**src/hdl/efb_pkg.sv**
```systemverilog
// ============================================================================
// efb_pkg
// Shared types and constants for the feedback echo filter.
// ============================================================================
`default_nettype none

package efb_pkg;

    // History depth; must be a power of two so the ring index wraps by itself
    localparam int MAX_DELAY   = 4096;
    localparam int FRAC_BITS   = 16;
    localparam int SAMPLE_BITS = 32;

    localparam int IDX_W   = $clog2(MAX_DELAY);
    localparam int CNT_W   = IDX_W + 1;
    localparam int DELAY_W = 13;
    localparam int GAIN_W  = 18;
    localparam int CFG_W   = 18;
    localparam int PROD_W  = SAMPLE_BITS + GAIN_W;
    localparam int SH_W    = PROD_W - FRAC_BITS;
    localparam int SUM_W   = ((SH_W > SAMPLE_BITS) ? SH_W : SAMPLE_BITS) + 1;

    // Register map
    localparam logic REG_ECHO_DELAY = 1'b0;
    localparam logic REG_ECHO_GAIN  = 1'b1;

    localparam logic [DELAY_W-1:0]      DELAY_RESET = DELAY_W'(1200);
    localparam logic signed [GAIN_W-1:0] GAIN_RESET = GAIN_W'(19660);

    // Source of the feedback operand
    typedef enum logic [1:0] {
        FB_ZERO,
        FB_INPUT,
        FB_MEM,
        FB_FWD
    } fb_sel_t;

    // Per-stage control carried along the pipeline
    typedef struct packed {
        logic             valid;
        logic [IDX_W-1:0] slot;
    } stage_t;

endpackage

`default_nettype wire

```
**src/hdl/efb_mac.sv**
```systemverilog
// ============================================================================
// efb_mac
// Feedback multiply stage and saturating add stage.
// ============================================================================
`default_nettype none

module efb_mac (
    input  wire logic                                   clk,
    input  wire logic                                   rst_n,
    input  wire logic                                   en,
    input  wire efb_pkg::stage_t                        b_ctl,
    input  wire efb_pkg::fb_sel_t                       b_sel,
    input  wire logic signed [efb_pkg::SAMPLE_BITS-1:0] b_x,
    input  wire logic signed [efb_pkg::SAMPLE_BITS-1:0] mem_rdata,
    input  wire logic signed [efb_pkg::SAMPLE_BITS-1:0] fwd_data,
    input  wire logic signed [efb_pkg::GAIN_W-1:0]      gain,
    output efb_pkg::stage_t                             c_ctl,
    output logic signed [efb_pkg::SAMPLE_BITS-1:0]      y
);
    import efb_pkg::*;

    logic signed [SAMPLE_BITS-1:0] fb_op;
    logic signed [PROD_W-1:0]      prod_next;
    stage_t                        c_ctl_reg;
    logic signed [SAMPLE_BITS-1:0] c_x_reg;
    logic signed [PROD_W-1:0]      c_prod_reg;
    logic signed [SH_W-1:0]        shifted;
    logic signed [SUM_W-1:0]       sum;
    logic                          ovf;

    // Feedback operand select and product
    always_comb
    begin
        case (b_sel)
            FB_ZERO:  fb_op = '0;
            FB_INPUT: fb_op = b_x;
            FB_MEM:   fb_op = mem_rdata;
            FB_FWD:   fb_op = fwd_data;
            default:  fb_op = '0;
        endcase
        prod_next = PROD_W'(fb_op) * PROD_W'(gain);
    end

    // Product register
    always_ff @(posedge clk or negedge rst_n)
    begin
        if (!rst_n)
        begin
            c_ctl_reg <= '0;
        end
        else if (en)
        begin
            c_ctl_reg <= b_ctl;
        end
    end

    always_ff @(posedge clk)
    begin
        if (en)
        begin
            c_x_reg    <= b_x;
            c_prod_reg <= prod_next;
        end
    end

    // Floor shift, add, saturate
    always_comb
    begin
        shifted = SH_W'(c_prod_reg >>> FRAC_BITS);
        sum     = SUM_W'(c_x_reg) + SUM_W'(shifted);
        ovf     = (sum[SUM_W-1:SAMPLE_BITS-1] != '0) && (sum[SUM_W-1:SAMPLE_BITS-1] != '1);
        if (ovf)
        begin
            y = sum[SUM_W-1] ? {1'b1, {(SAMPLE_BITS-1){1'b0}}}
                             : {1'b0, {(SAMPLE_BITS-1){1'b1}}};
        end
        else
        begin
            y = sum[SAMPLE_BITS-1:0];
        end
    end

    assign c_ctl = c_ctl_reg;

endmodule

`default_nettype wire

```
**config.mk**
```make
export PLATFORM = sky130hd
export DESIGN_NAME = efb_mac
export DESIGN_NICKNAME = d
export VERILOG_FILES = /design/src/hdl/efb_pkg.sv /design/src/hdl/efb_mac.sv
export SDC_FILE = /design/constraint.sdc
export NUM_CORES = 2
export LEC_CHECK = 0
export ABC_CLOCK_PERIOD_IN_PS = 5350
export BUFFER_PORTS_ARGS = -buffer_cell sky130_fd_sc_hd__buf_2
export CAP_MARGIN = 20
export CORE_MARGIN = 8
export CORE_UTILIZATION = 55
export DETAILED_ROUTE_END_ITERATION = 6
export PLACE_DENSITY_LB_ADDON = 0.25
export SYNTH_ARGS = -nofsm -noshare
export SYNTH_HDL_FRONTEND = slang
export SYNTH_SLANG_ARGS = --single-unit
export TNS_END_PERCENT = 1
```
**constraint.sdc**
```tcl
create_clock -name clk -period 5.35 [get_ports clk]
set_input_delay 1.07 -clock clk [delete_from_list [all_inputs] [get_ports clk]]
set_output_delay 1.07 -clock clk [all_outputs]
set_load 0.01 [all_outputs]
```
# After elaboration in Yosys (flattened, before gate mapping)
# Cells that the tools add are included.
[classes]
addsub = 1
n_mul = 1
n_eq_ne = 4
muxes = 3
reduce_logical = 3
[op_table]
columns = ["op", "n"]
rows = [
  ["32-bit case mux with 4 select lines", 1],
  ["32-bit two-way mux", 2],
  ["32-bit by 18-bit multiplier with 50-bit output", 1],
  ["32-bit by 34-bit adder with 35-bit output", 1],
  ["2-bit equality test (second input constant)", 2],
  ["4-bit != test (second input constant)", 1],
  ["4-bit nonzero test", 1],
  ["2-bit by 1-bit equality test with 1-bit output (second input constant)", 1],
  ["2-bit zero test", 1],
  ["1-bit logical AND", 1],
]
[totals]
ff_bits = 95
inputBits = 132
out_inout_bits = 45
wordCells = 16

# Logic depth before layout (Yosys ltp)
[depth]
depth_word = 4
mapped_depth = 30
depth_no_buf = 27

# Least setup slack after synthesis
# OpenSTA, ideal clock, no wires.
[synth_path]
kind = "input port to flip-flop"
startpoint = "input port b_sel[1]"
endpoint = "register c_prod_reg[44] (data pin)"
setup_time_ns = 0.258
arrival_ns = 8.086
required_time_ns = 5.092
slack_ns = -2.993
stages = 29
path_buffers = 4
path_cell_list = "buf_2 > nor2b_1 > clkbuf_1 > clkbuf_1 > a22o_1 > clkbuf_1 > nand2_1 > fa_1 > inv_1 > fa_1 > inv_1 > fa_1 > fa_1 > inv_1 > fa_1 > inv_1 > fa_1 > inv_1 > ha_1 > o21a_1 > a221o_1 > a211o_1 > nand3_2 > a21oi_2 > o31a_1 > a211o_1 > a31o_1 > a21oi_2 > xnor2_1"
[synth_via]
elab_chain_cells = 3
elab_cells_between_ends = 6
cone_classes = "mul (1); eq/ne (3); mux (1); reduce/logical (1)"
[synth_rtl]
columns = ["element", "line", "text"]
rows = [
  ["start: declaration", "efb_mac.sv:12", "input wire efb_pkg::fb_sel_t b_sel,"],
  ["2-bit equality test, or another cell as far along", "efb_mac.sv:34", "case (b_sel)"],
  ["32-bit case mux with 4 select lines *", "efb_mac.sv:34", ""],
  ["32-bit by 18-bit multiplier with 50-bit output *", "efb_mac.sv:41", "prod_next = PROD_W'(fb_op) * PROD_W'(gain);"],
  ["via prod_next[44]", "efb_mac.sv:23", "logic signed [PROD_W-1:0] prod_next;"],
  ["end signal: assignment", "efb_mac.sv:62", "c_prod_reg <= prod_next;"],
  ["end: declaration", "efb_mac.sv:26", "logic signed [PROD_W-1:0] c_prod_reg;"],
]
# Mark *: on every way through the listed nets, which the timed path passes. The rest lies on a longest branch.
# A chain may end at the register's enable or synchronous reset.

# Worst setup path after layout
[layout_path]
startpoint = "input port b_sel[0]"
endpoint = "register c_prod_reg[44] (data pin)"
# Same word-level chain as after synthesis.

==> metrics.yaml <==
run_status:
  status: "finished with violations"
  violations: "negative setup slack"
sta:
  worst_pin_slew_ns: 0.5608
  setup_viol: 34
  max_freq_mhz: 128.5
  slew_violations: 0
  hold_violations: 0
  period_minus_slack_ns: 7.781
  tns_ns: -62.57
  fin_ws_ns: -2.431
  rsz0062_at_grt: "true"
  fin_hold_ws_ns: 0.5035
  relSlewSlack: 0.6261
  clock-skew-final_ns: 0
  period_share: 1.454
critical_path:
  crit_required_ns: 5.45
  end_kind: "flop"
  r2r-end: "c_ctl[2]$_DFFE_PN0P_"
  path_class: "in2reg"
  worst_r2r_path_depth: 1
  worstPathMaxFanout: 14
  start_kind: "input pin"
  r2r_start: "c_ctl[2]$_DFFE_PN0P_"
  arrival_ns: 7.88
  critPathLaunch: "b_sel[0]"
  r2r_slack_ns: 4.60
hold_path:
  holdPathStages: 1
  hold_path_class: "reg2reg"
  hold_end: "c_ctl[10]$_DFFE_PN0P_"
  min-delay-start: "c_ctl[10]$_DFFE_PN0P_"
logic_synthesis:
  yosysSeqAreaShare: 0.09567
  ys_seq_elements: 79
  synth_flop_cell: "edfxtp_1"
  synthArstFlopShare: 0.1646
  synth_cells: 2568
  syn_area_per_cell_um2: 9.391
  synth-warning-count: 0
  synth_fp_nets: 3403
  synth-edff-count: 66
  synth_area_um2: 24120
  ys_types: 57
placed_design:
  numPortBuffers: 176
  hpwl_mm: 58.34
  gp_congestion: 0.9579
grt:
  grt_overflow: 0
  antenna_found_initial: 5
  track_usage: 0.2701
  grt_pass1_vias: 20701
  grt_max_degree: 44
  grt_pass1_wl_mm: 107.7
finish:
  finalNetCount: 3790
  largest_reg_flops: 34
  drive_gt1_frac: 0.2206
  final_util: 0.6704
  fillers: 3393
  layout-area-overhead-vs-synth_pct: 20.01
floorplanning:
  io_pins: 177
  die_h_um: 225.4
  design.core.area_um2: 43170
  die-area_um2: 50810
  start_util: 0.5586
  std_cell_rows: 76
  die_width_um: 225.4
drt:
  antenna_left: 0
  drt_pass1_iterations: 5
  routed_wl_mm: 67.42
  drc: 0
  wire_per_inst_um: 19.00
  vias: 18832
  vias_per_cell: 5.308
  drtIter0Drc: 1199
clocking:
  cts-root-buf: "clkbuf_16"
  cts_buffers: 9
  cts_tree: "yes"
  worstSkewPairLatency_ns: 0.35
  clkTransAtPathRegs_ns: 0.06
  ctsHtreeMaxLevel: 3
  clk_path_buf_depth: 2
  cts.sinks: 79
run:
  max_cap_viol_count: 0
==> cells in the final DEF (no fill, tap or decap), types with 9 or more instances in the layout <==
master and count:
inv_1 628, fa_1 536, nand2_1 338, buf_4 274
and2_1 222, buf_2 175, ha_1 134, edfxtp_1 66
o21ai_0 52, a21oi_1 50, mux2_2 43, nor2_1 42
xnor2_1 39, a21o_1 34, buf_12 32, xor2_1 28
a22o_4 18, fa_2 17, nand3_1 16, ha_4 15
dfrtp_1 13, a22o_1 12, or2_2 10, a21oi_2 9
nand2b_1 9, clkbuf_16 9
==> cell families after synthesis <==
| family | share of synthesized area |
|---|---|
| compound gates | 0.06864 |
| xor+xnor | 0.02506 |
| fa+ha+maj | 0.5369 |
| buf+inv | 0.1154 |
| flops | 0.09567 |
| mux | 0.02117 |
| simple gates | 0.1372 |
==> critical path, cell delays in order <==
cell	delay (ns)
buf_2	0.11
buf_4	0.15
buf_12	0.15
buf_4	0.13
mux2_2	0.32
a22o_1	0.30
and2_1	0.23
fa_1	0.54
inv_1	0.06
fa_1	0.52
inv_1	0.05
fa_1	0.51
inv_1	0.06
fa_1	0.56
fa_1	0.46
fa_1	0.50
inv_1	0.05
ha_1	0.31
inv_1	0.08
o21bai_1	0.11
a21oi_2	0.18
o221ai_2	0.12
o31a_1	0.41
a211o_1	0.38
a31o_1	0.26
a21oi_2	0.15
xnor2_1	0.08
==> layout make-up <==
class | instances | area, um2 | share of cell area
Clock inverter | 6 | 91.34 | 0.003156
Multi-Input combinational cell | 1750 | 19600 | 0.6771
Antenna cell | 3 | 7.507 | 0.0002594
Clock buffer | 10 | 229.0 | 0.007911
Sequential cell | 79 | 2307 | 0.07972
Inverter | 631 | 2369 | 0.08184
Timing Repair Buffer | 484 | 3611 | 0.1248
Tap cell | 585 | 732.0 | 0.02529
==> per-layer routing <==
metal / part of all wire / track usage / vias to the layer above
met5: 0.00019 / 0 / -
met4: 0.032 / 0.08616 / 2
met3: 0.10 / 0.06753 / 139
met2: 0.47 / 0.4386 / 852
met1: 0.40 / 0.3540 / 9404
li1: - / - / 8435
==> cells in the mapped netlist, drive strengths merged (2+ instances only) <==
cell / n / area, um2
nand3: 18 / 95.09
a21oi: 61 / 312.8
o21ai: 62 / 310.3
a2111o: 2 / 22.52
xnor2: 39 / 341.6
o311a: 2 / 20.02
a31oi: 8 / 50.05
edfxtp: 66 / 1982
a221o: 2 / 20.02
nand2: 341 / 1280
o21a: 8 / 60.06
dfrtp: 13 / 325.3
mux2: 45 / 510.5
nand2b: 9 / 56.30
o311ai: 3 / 26.28
o31ai: 3 / 22.52
ha: 150 / 1877
a211o: 5 / 43.79
nor3: 7 / 35.03
nor2b: 9 / 56.30
a22o: 33 / 297.8
and2: 226 / 1414
and3: 8 / 50.05
a211oi: 5 / 37.54
fa: 553 / 11070
nor2: 45 / 168.9
a21o: 34 / 255.2
nand4: 5 / 31.28
or2: 10 / 62.56
or3: 3 / 18.77
buf: 3 / 20.01
and4: 4 / 35.03
inv: 631 / 2369
xor2: 30 / 262.8
clkbuf: 105 / 394.1
a311o: 2 / 20.02
o21bai: 4 / 30.03
o31a: 2 / 17.52
==> how the worst max path moves through the flow <==
stage	to	slack, ns	cells after the start
after floorplan	c_prod_reg[44]$_DFFE_PP_	-2.28	26
after CTS	c_prod_reg[44]$_DFFE_PP_	-2.37	28
after global routing	c_prod_reg[44]$_DFFE_PP_	-2.66	28
after detailed placement	c_prod_reg[44]$_DFFE_PP_	-2.78	29
final	c_prod_reg[44]$_DFFE_PP_	-2.43	27
after global placement	c_prod_reg[44]$_DFFE_PP_	-2.69	29
==> through the flow <==
stage               instance area [um2]  std cells  worst slack (ns)
floorplan                         24510       2568            -2.277
global placement                  28260       3526            -2.693
detailed placement                28260       3526            -2.782
CTS                               28720       3542            -2.373
global route                      28940       3547            -2.655
finish                            28940       3548            -2.431
==> repair_timing <==
| action | in CTS | in global routing |
|---|---|---|
| endpoints found under the setup margin | 51 | 65 |
| hold buffers | 0 | 0 |
| gates resized for setup | 32 | 40 |
| setup buffers | 0 | 3 |
| pin swaps | 8 | 21 |
Power is not shown: default switching activity piles up to over one toggle a cycle in this logic, so the estimate is an artifact.
